--- src/rtl/tcbd_pkg.sv ---
// shared types and constants of the table chain byte decompressor
`timescale 1ns / 1ps
package tcbd_pkg;

  localparam int MAX_ENTRIES_DEF = 255;
  localparam int STACK_DEPTH_DEF = 256;
  localparam int RUN_LIMIT_DEF   = 64;
  localparam int TBL_DEPTH       = 256;

  typedef enum logic [2:0] {
    PH_HEADER = 3'd0,
    PH_KEYS   = 3'd1,
    PH_FIRST  = 3'd2,
    PH_SECOND = 3'd3,
    PH_DATA   = 3'd4,
    PH_DONE   = 3'd5
  } phase_t;

  typedef enum logic [13:0] {
    S_IDLE       = 14'b00000000000001,
    S_DECIDE     = 14'b00000000000010,
    S_KEY_WR     = 14'b00000000000100,
    S_DATA_EVAL  = 14'b00000000001000,
    S_PUSH_RD    = 14'b00000000010000,
    S_PUSH_WAIT  = 14'b00000000100000,
    S_EXP_HEAD   = 14'b00000001000000,
    S_EXP_EVAL   = 14'b00000010000000,
    S_CHAIN_RD   = 14'b00000100000000,
    S_CHAIN_EVAL = 14'b00001000000000,
    S_POP_WAIT   = 14'b00010000000000,
    S_FINISH     = 14'b00100000000000,
    S_OUT_RD     = 14'b01000000000000,
    S_OUT_LOAD   = 14'b10000000000000
  } state_t;

  typedef enum logic [3:0] {
    OP_IDLE,
    OP_DECIDE,
    OP_KEY_WR,
    OP_DATA_EVAL,
    OP_PUSH_RD,
    OP_PUSH_WAIT,
    OP_EXP_HEAD,
    OP_EXP_EVAL,
    OP_CHAIN_RD,
    OP_CHAIN_EVAL,
    OP_POP_WAIT,
    OP_FINISH,
    OP_OUT_RD,
    OP_OUT_LOAD
  } op_t;

  typedef enum logic [1:0] {
    DEC_EMIT,
    DEC_PUSH,
    DEC_WALK
  } decision_t;

  typedef struct packed {
    op_t  op;
    logic take;
  } cmd_t;

  typedef struct packed {
    logic      finished;
    logic      func;
    logic      expanding;
    phase_t    phase;
    decision_t dec;
    logic      literal;
    logic      stack_empty;
    logic      room;
    logic      out_free;
    logic      last_out;
  } status_t;

endpackage

--- src/rtl/tcbd_controller.sv ---
// controller state machine sequencing parse, descent and result delivery
`timescale 1ns / 1ps
module tcbd_controller (
  input  logic              clk,
  input  logic              rst,
  input  logic              in_valid,
  output logic              in_stall,
  input  tcbd_pkg::status_t status,
  output tcbd_pkg::cmd_t    cmd
);

  tcbd_pkg::state_t state, state_next;

  always_ff @(posedge clk) begin
    if (rst) begin
      state <= tcbd_pkg::S_IDLE;
    end else begin
      state <= state_next;
    end
  end

  always_comb begin
    state_next = state;
    case (state)
      tcbd_pkg::S_IDLE: begin
        if (in_valid) begin
          state_next = tcbd_pkg::S_DECIDE;
        end
      end
      tcbd_pkg::S_DECIDE: begin
        if (status.finished || (!status.func && status.expanding)) begin
          state_next = tcbd_pkg::S_FINISH;
        end else if (!status.func) begin
          case (status.phase)
            tcbd_pkg::PH_KEYS: state_next = tcbd_pkg::S_KEY_WR;
            tcbd_pkg::PH_DATA: state_next = tcbd_pkg::S_DATA_EVAL;
            default:           state_next = tcbd_pkg::S_FINISH;
          endcase
        end else if (status.expanding) begin
          state_next = tcbd_pkg::S_EXP_HEAD;
        end else begin
          state_next = tcbd_pkg::S_FINISH;
        end
      end
      tcbd_pkg::S_KEY_WR: state_next = tcbd_pkg::S_FINISH;
      tcbd_pkg::S_DATA_EVAL: begin
        state_next = status.literal ? tcbd_pkg::S_FINISH : tcbd_pkg::S_PUSH_RD;
      end
      tcbd_pkg::S_PUSH_RD: state_next = tcbd_pkg::S_PUSH_WAIT;
      tcbd_pkg::S_PUSH_WAIT, tcbd_pkg::S_POP_WAIT: begin
        state_next = status.room ? tcbd_pkg::S_EXP_HEAD : tcbd_pkg::S_FINISH;
      end
      tcbd_pkg::S_EXP_HEAD: state_next = tcbd_pkg::S_EXP_EVAL;
      tcbd_pkg::S_EXP_EVAL, tcbd_pkg::S_CHAIN_EVAL: begin
        case (status.dec)
          tcbd_pkg::DEC_EMIT: begin
            state_next = status.stack_empty ? tcbd_pkg::S_FINISH : tcbd_pkg::S_POP_WAIT;
          end
          tcbd_pkg::DEC_PUSH: state_next = tcbd_pkg::S_PUSH_RD;
          default:            state_next = tcbd_pkg::S_CHAIN_RD;
        endcase
      end
      tcbd_pkg::S_CHAIN_RD: state_next = tcbd_pkg::S_CHAIN_EVAL;
      tcbd_pkg::S_FINISH:   state_next = tcbd_pkg::S_OUT_RD;
      tcbd_pkg::S_OUT_RD:   state_next = tcbd_pkg::S_OUT_LOAD;
      tcbd_pkg::S_OUT_LOAD: begin
        if (status.out_free) begin
          state_next = status.last_out ? tcbd_pkg::S_IDLE : tcbd_pkg::S_OUT_RD;
        end
      end
      default: state_next = tcbd_pkg::S_IDLE;
    endcase
  end

  always_comb begin
    cmd.take = (state == tcbd_pkg::S_IDLE) && in_valid;
    case (state)
      tcbd_pkg::S_IDLE:       cmd.op = tcbd_pkg::OP_IDLE;
      tcbd_pkg::S_DECIDE:     cmd.op = tcbd_pkg::OP_DECIDE;
      tcbd_pkg::S_KEY_WR:     cmd.op = tcbd_pkg::OP_KEY_WR;
      tcbd_pkg::S_DATA_EVAL:  cmd.op = tcbd_pkg::OP_DATA_EVAL;
      tcbd_pkg::S_PUSH_RD:    cmd.op = tcbd_pkg::OP_PUSH_RD;
      tcbd_pkg::S_PUSH_WAIT:  cmd.op = tcbd_pkg::OP_PUSH_WAIT;
      tcbd_pkg::S_EXP_HEAD:   cmd.op = tcbd_pkg::OP_EXP_HEAD;
      tcbd_pkg::S_EXP_EVAL:   cmd.op = tcbd_pkg::OP_EXP_EVAL;
      tcbd_pkg::S_CHAIN_RD:   cmd.op = tcbd_pkg::OP_CHAIN_RD;
      tcbd_pkg::S_CHAIN_EVAL: cmd.op = tcbd_pkg::OP_CHAIN_EVAL;
      tcbd_pkg::S_POP_WAIT:   cmd.op = tcbd_pkg::OP_POP_WAIT;
      tcbd_pkg::S_FINISH:     cmd.op = tcbd_pkg::OP_FINISH;
      tcbd_pkg::S_OUT_RD:     cmd.op = tcbd_pkg::OP_OUT_RD;
      tcbd_pkg::S_OUT_LOAD:   cmd.op = tcbd_pkg::OP_OUT_LOAD;
      default:                cmd.op = tcbd_pkg::OP_IDLE;
    endcase
  end

  assign in_stall = (state != tcbd_pkg::S_IDLE);

endmodule

--- config.mk ---
export PLATFORM = sky130hd
export DESIGN_NAME = tcbd_controller
export DESIGN_NICKNAME = d
export VERILOG_FILES = /design/src/rtl/tcbd_pkg.sv /design/src/rtl/tcbd_controller.sv
export SDC_FILE = /design/constraint.sdc
export NUM_CORES = 1
export LEC_CHECK = 0
export BUFFER_PORTS_ARGS = -buffer_cell sky130_fd_sc_hd__buf_2
export CAP_MARGIN = 5
export CELL_PAD_IN_SITES_DETAIL_PLACEMENT = 1
export CELL_PAD_IN_SITES_GLOBAL_PLACEMENT = 2
export CORE_UTILIZATION = 30
export CTS_BUF_LIST = sky130_fd_sc_hd__clkbuf_16
export DETAILED_ROUTE_END_ITERATION = 10
export GPL_TIMING_DRIVEN = 0
export PLACE_DENSITY_LB_ADDON = 0.1
export REMOVE_ABC_BUFFERS = 1
export SYNTH_ARGS = -nofsm -noshare
export SYNTH_HDL_FRONTEND = slang
export SYNTH_SLANG_ARGS = --single-unit
--- constraint.sdc ---
create_clock -name clk -period 2.3 [get_ports clk]
set_input_delay 0.115 -clock clk [delete_from_list [all_inputs] [get_ports clk]]
set_output_delay 0.115 -clock clk [all_outputs]
set_load 0.03 [all_outputs]
==> results of run 1 <==
## kinds of logic (layout without fill, tap and decap cells)
kind of cell	count (synthesis)	count (layout)
AO/OA/AOI/OAI	30	30
XOR/XNOR	9	9
buffers and inverters	19	39
flip-flops	14	14
AND/OR/NAND/NOR	72	72
## power groups by stage
stage	combinational (W)	clock, W	sequential, W
after CTS	0.000113	0.000345	0.000257
after global placement	0.0000991	0	0.000263
final	0.000116	0.000334	0.000259
after detailed placement	0.000101	0	0.000263
after global routing	0.000127	0.000356	0.000259
after floorplan	0.0000618	0	0.000260
## per-layer routing
layer  track usage (%)  vias up
met5                 0        -
met4              5.08        0
met3              3.11        2
met2              27.8       29
met1              25.4      557
li1                  -      572
## worst max path at each step
stage,from,to,slack [ns]
2_1_floorplan,state[12]$_SDFFE_PP0P_,cmd[0],0.10
3_5_place_dp,state[12]$_SDFFE_PP0P_,cmd[1],-0.07
4_1_cts,state[9]$_SDFFE_PP0P_,cmd[1],-0.09
5_1_grt,state[9]$_SDFFE_PP0P_,cmd[2],-0.13
6_report,state[13]$_SDFFE_PP0P_,cmd[2],-0.06
3_3_place_gp,state[12]$_SDFFE_PP0P_,cmd[1],-0.06
## cell usage in the layout (no fill, tap or decap), drive strengths merged
cell    netlist  final
inv           6      6
or2           1      1
a311oi        1      1
a41o          1      1
a32oi         1      1
nand2        10     10
o21bai        1      1
xor2          5      5
dfxtp        14     14
nor4          9      9
or4           5      5
or4b          3      3
xnor2         4      4
o32a          2      2
o32ai         1      1
o21a          1      1
clkbuf        8      4
nand3         2      2
nor3         10     10
nand4         4      4
nand3b        2      2
o21ai        12     12
nor2         17     17
clkinv        0      1
nor4b         2      2
nand2b        2      2
o211a         1      1
o22ai         1      1
nor3b         3      3
or2b          1      1
a21oi         7      7
or3           1      1
a2bb2o        1      1
buf           5     28
## area by class of cell
| type | instances | area share, % |
|---|---|---|
| clock inverter | 1 | 0.271 |
| timing repair buffer | 29 | 12.7 |
| tap | 46 | 4.16 |
| inverter | 6 | 1.63 |
| multi-input combinational | 111 | 54.4 |
| clock buffer | 3 | 5.42 |
| sequential | 14 | 21.4 |
## what timing repair did
action / in CTS / in global routing
setup endpoints to repair: 2 / 8
pin swaps: 5 / 3
resized for setup: 15 / 10
setup buffers: 7 / 1
endpoints found under the hold margin: 0 / 0
## through the flow
stage | cells | power, W | hold slack (ns) | setup TNS, ns
after floorplan | 131 | 0.000322 | 0.186 | 0
after global placement | 198 | 0.000362 | 0.292 | -0.0644
after detailed placement | 198 | 0.000364 | 0.300 | -0.0691
after CTS | 209 | 0.000715 | 0.0398 | -0.129
after global routing | 210 | 0.000742 | 0.0328 | -0.269
final | 210 | 0.000709 | 0.0329 | -0.0953
## worst max-delay path, delay by kind of cell (launching register included)
family / cells / cell delay, ns
flops: 1 / 0.34
compound gates: 1 / 0.14
buf+inv: 1 / 0.18
simple gates: 3 / 1.34
==> metrics.cfg, run 1 <==
[placement]
dp_slack_ns = -0.0691
placed_area_um2 = 1170
dp_hpwl_um = 2240
gp_congestion = 0.741
portBuffers = 21

[sta]
drv_slew = 0
rsz0062_at_grt = yes
fin_crit_sh_pct = 103
period_needed_ns = 2.36
setup_viol = 2
fin_ws_ns = -0.0613
fmax_mhz = 423
tightest_slew_ns = 0.580
hold_viol = 0
final.setup_skew_ns = 0.00272
maxSlewHeadroom_pct = 61.0

[yosys]
yosys_warnings = 0
yosysTopAreaCell = dfxtp_1
ys_ff_latch = 14
yosys.area_share.simple_pct = 40.4
synthAdderAreaFrac_pct = 0
synth_seq_area_share_pct = 26.1
yosysUniqueCellTypes = 41
synth_cells = 144
async_flop_share_pct = 0
synthTopCellsByArea = dfxtp_1 26%, nor2_1 5.9%, o21ai_0 5.6%
ys.flop_type = dfxtp_1
synth_area_per_cell_um2 = 7.46
synth_top_family_by_area = simple AND/OR/NAND/NOR gates
synth_most_common_cell = nor2_1
synth_top_area_share_pct = 26.1
synth_common_cells = 17 x nor2_1, 14 x dfxtp_1, 12 x o21ai_0
synth_edf_count = 0
netlist_area_um2 = 1070
synth_compound_area_share_pct = 18.1
synth_mux_area_share_pct = 0
yosys.area_share.xor_xnor_pct = 7.34

[layout]
reg_top3 = state x14
fin_area_um2 = 1390
final_util_pct = 40.9
drive_gt1_share_pct = 34.8
diodes = 0
nFillCells = 420
multi_input_area_um2 = 753
seq_area_um2 = 297
max_flop_register = state
largest_reg_flops = 14
nets = 181
syn2layout_area_growth_pct = 29.0

[route]
vias = 1160
dr_wl_met3_um = 146
avgViaCountPerCell = 5.52
met2_length_um = 1530
ant_nets = 0
drt-initial-drc-count = 59
routedLengthMet1_um = 1550
drc = 0
dr.pass1.iters = 4
top_layer_used = met4
wl_per_cell_um = 15.4
routed_wl_um = 3240

[power_and_ir_drop]
p_clk_share_pct = 47.1
pwr-share-seq_pct = 36.5
power.internal_w = 0.000525
pwr-share-comb_pct = 16.4
total_leakage_power_nw = 0.545
p_switching_w = 0.000184
sw_frac_of_total_pct = 25.9
power_density_nw_per_um2 = 512
ir_drop_uv = 193

[clocking]
clk_pin_slew_ns = 0.05
worstSkewPairLatency_ns = 0.24
cts.sinks = 14
htreeDepth = 1
hold_buffers = 0
root_buffer = clkbuf_16
cts.path.max_buffers = 2
cts_tree = yes
cts_buffers = 3

[critical_path]
r2r_slack_ns = 0.10
start_kind = register
endpoint_kind = output port
critical_path_class = register to output port
crit_arrival_ns = 2.25
r2r-end = state[11]$_SDFFE_PP0P_
crit_path_max_fanout = 3
rr_worst_depth = 6
worstPathRequired_ns = 2.18
crit_chain = or4_4, or4_1, nor4_4, a41o_1, clkbuf_4
cp_slowest_cell = or4_1
max_stage_delay_ns = 0.56
r2r_start = state[13]$_SDFFE_PP0P_

[min_path]
min_from = status[3]
whs_path_depth = 2
hold_end = state[10]$_SDFFE_PP0P_
hold_path.class = input port to register

[grt]
grt_overflow = 0
grt_pass1_wl_um = 5020
grt_max_degree = 15
grt_use_total_pct = 17.9
antenna_found_initial = 0
grt_pass1_vias = 1019

[floorplanning]
die_w_um = 61.8
rows = 21
die_area_um2 = 3820
top_level_ports = 22
start_util_pct = 31.7
coreArea_um2 = 3390
dieHeight_um = 61.8

[flow_run]
maxCapViolations = 0

[run_status]
status = complete, but fails checks
violations = setup timing

(Power assumes the default switching activity.)
==> inputs of run 2 (changes only) <==
Settings changed: ABC_AREA set to 1, CORE_UTILIZATION 30 to 28.
==> run 2 against run 1 <==
The run now ends clean. Wire length shrank 16%. Final area fell by 9.7%. Flip-flop and latch count is the same. Highest routed layer unchanged.
==> metrics.cfg, run 2 <==
[run_status]
status = finished, final reports clean  ; was complete, but fails checks

[yosys]
synth_edf_count = 0  ; unchanged
synth_seq_area_share_pct = 27.3  ; was 26.1%
async_flop_share_pct = 0  ; unchanged
yosysTopAreaCell = dfxtp_1  ; unchanged
synth_cells = 162  ; was 144
synthTopCellsByArea = dfxtp_1 27%, nor2_1 11%, nand2_1 9.1%  ; was dfxtp_1 26%, nor2_1 5.9%, o21ai_0 5.6%
ys.flop_type = dfxtp_1  ; unchanged
synth_common_cells = 30 x nor2_1, 25 x nand2_1, 21 x inv_1  ; was 17 x nor2_1, 14 x dfxtp_1, 12 x o21ai_0
yosysUniqueCellTypes = 25  ; was 41
ys_ff_latch = 14  ; unchanged
yosys_warnings = 0  ; unchanged
synth_most_common_cell = nor2_1  ; unchanged
synth_area_per_cell_um2 = 6.35  ; was 7.46 um^2
netlist_area_um2 = 1030  ; was 1070 um^2
synth_top_area_share_pct = 27.3  ; was 26.1%

[placement]
portBuffers = 21  ; unchanged
dp_slack_ns = 0.598  ; was -0.0691 ns
dp_hpwl_um = 2270  ; was 2240 um
gp_congestion = 0.731  ; was 0.741

[critical_path]
worstPathRequired_ns = 2.18  ; about the same
crit_path_max_fanout = 11  ; was 3
crit_arrival_ns = 1.84  ; was 2.25 ns
endpoint_kind = output port  ; unchanged
critical_path_class = register to output port  ; unchanged
start_kind = register  ; unchanged

[layout]
drive_gt1_share_pct = 33.2  ; was 34.8%
final_util_pct = 36.6  ; was 40.9%
max_flop_register = state  ; unchanged
largest_reg_flops = 14  ; unchanged
mostFrequentLayoutCells = 30 x nor2_1, 25 x nand2_1, 21 x inv_1, 21 x buf_2, 14 x dfxtp_1  ; was 18 x buf_2, 16 x nor2_1, 11 x o21ai_0
final_common_cell = nor2_1  ; was buf_2
reg_top3 = state x14  ; unchanged
nets = 202  ; was 181
diodes = 0  ; unchanged
syn2layout_area_growth_pct = 21.7  ; was 29.0%

[route]
dr.pass1.iters = 4  ; unchanged
avgViaCountPerCell = 4.57  ; was 5.52
wl_per_cell_um = 11.9  ; was 15.4 um
drc = 0  ; unchanged
vias = 1051  ; was 1160
ant_nets = 0  ; unchanged
drt-initial-drc-count = 33  ; was 59
routed_wl_um = 2730  ; was 3240 um

[sta]
period_needed_ns = 1.95  ; was 2.36 ns
setup_viol = 0  ; was 2
drv_slew = 0  ; unchanged
rsz0062_at_grt = no  ; was yes
fmax_mhz = 513  ; was 423 MHz
tightest_slew_ns = 0.329  ; was 0.580 ns
fin_tns_setup_ns = 0  ; was -0.0953 ns
hold_viol = 0  ; unchanged
final.setup_skew_ns = 0.00341  ; was 0.00272 ns
maxSlewHeadroom_pct = 78.0  ; was 61.0%
fin_ws_ns = 0.349  ; was -0.0613 ns
fin_crit_sh_pct = 84.8  ; was 103%

[floorplanning]
start_util_pct = 30.1  ; was 31.7%
rows = 21  ; unchanged
top_level_ports = 22  ; unchanged
die_w_um = 62.6  ; was 61.8 um
coreArea_um2 = 3420  ; was 3390 um^2
dieHeight_um = 62.6  ; was 61.8 um
die_area_um2 = 3920  ; was 3820 um^2

[power_and_ir_drop]
p_total_w = 0.000689  ; was 0.000709 W
power_density_nw_per_um2 = 551  ; was 512 nW/um^2
total_leakage_power_nw = 0.610  ; was 0.545 nW
ir_drop_uv = 386  ; was 193 uV

[clocking]
post_cts_resized = 0  ; was 15
htreeDepth = 1  ; unchanged
clk_pin_slew_ns = 0.04  ; was 0.05 ns
hold_buffers = 0  ; unchanged
cts.sinks = 14  ; unchanged
cts_buffers = 3  ; unchanged
post_cts.repair.setup_buffers = 0  ; was 7
root_buffer = clkbuf_16  ; unchanged
cts_tree = yes  ; unchanged
cts.path.max_buffers = 2  ; unchanged
worstSkewPairLatency_ns = 0.24  ; about the same

[grt]
grt_pass1_wl_um = 4710  ; was 5020 um
grt_pass1_vias = 1043  ; was 1019
antenna_found_initial = 0  ; unchanged
grt_max_degree = 15  ; unchanged
grt_overflow = 0  ; unchanged
grt_use_total_pct = 15.3  ; was 17.9%

[flow_run]
maxCapViolations = 0  ; unchanged

[min_path]
hold_path.class = input port to register  ; unchanged

## run 2: cell types whose count changed after synthesis, moves of 8 or more
cell / previous run / this run
nand2_1: 9 / 25
inv_1: 6 / 21
nor2_1: 17 / 30
nand2_2: 1 / 12
nor2_2: 0 / 8
## run 2: worst paths after layout
kind	from	to	slack [ns]	cells after the start
max	state[8]$_SDFFE_PP0P_	cmd[1]	0.35	10
min	status[3]	state[10]$_SDFFE_PP0P_	0.06	2
max reg2reg	state[8]$_SDFFE_PP0P_	state[0]$_SDFFE_PP1P_	0.62	12
min reg2reg	state[8]$_SDFFE_PP0P_	state[9]$_SDFFE_PP0P_	0.62	4
## run 2: logic make-up (layout without fill, tap and decap cells)
kind of cell           count (synthesis)  in the layout  share of synthesized area, %
and+or+nand+nor                      104            104                          53.0
buffers and inverters                 30             52                          11.7
DFF                                   14             14                          27.3
AOI/OAI and AO/OA                     14             14                          8.03
## run 2: per-stage QoR
| stage | cells | area (um^2) | hold WS [ns] |
|---|---|---|---|
| 4_1_cts | 230 | 1250 | 0.0534 |
| 2_1_floorplan | 160 | 1010 | 0.184 |
| 3_5_place_dp | 227 | 1180 | 0.310 |
| 5_1_grt | 230 | 1250 | 0.0611 |
| 3_3_place_gp | 227 | 1180 | 0.302 |
| 6_report | 230 | 1250 | 0.0570 |
## run 2: where the power goes
group	switching (W)	internal (W)
logic	0.0000760	0.0000383
clock network	0.0000969	0.000227
registers	0.00000349	0.000247
## run 2: per-layer routing
metal  global-route usage (%)  share of wire (%)  vias to the layer above  wire (um)
met5                        0                  0                        -          0
met1                     19.3                 50                      477       1370
li1                         -                  -                      550          -
met4                     3.20               0.66                        0         18
met2                     25.4                 44                       22       1210
met3                     4.74                5.0                        2        138
## run 2: critical path, stage by stage, from the launching register on
cell and delay, ns:
dfxtp_1 0.33, nor2_2 0.15, nand2_2 0.11, nor2_4 0.28
nand2_1 0.21, nand2_1 0.12, inv_2 0.05, nand2_4 0.06
inv_1 0.04, nand4_1 0.06, buf_2 0.20
## run 2: layout make-up
cell class	instances	area (um^2)
Clock buffer	3	75.1
Fill cell	459	2160
Inverter	28	105
Multi-Input combinational cell	118	628
Sequential cell	14	280
Tap cell	46	57.6
Timing Repair Buffer	21	105
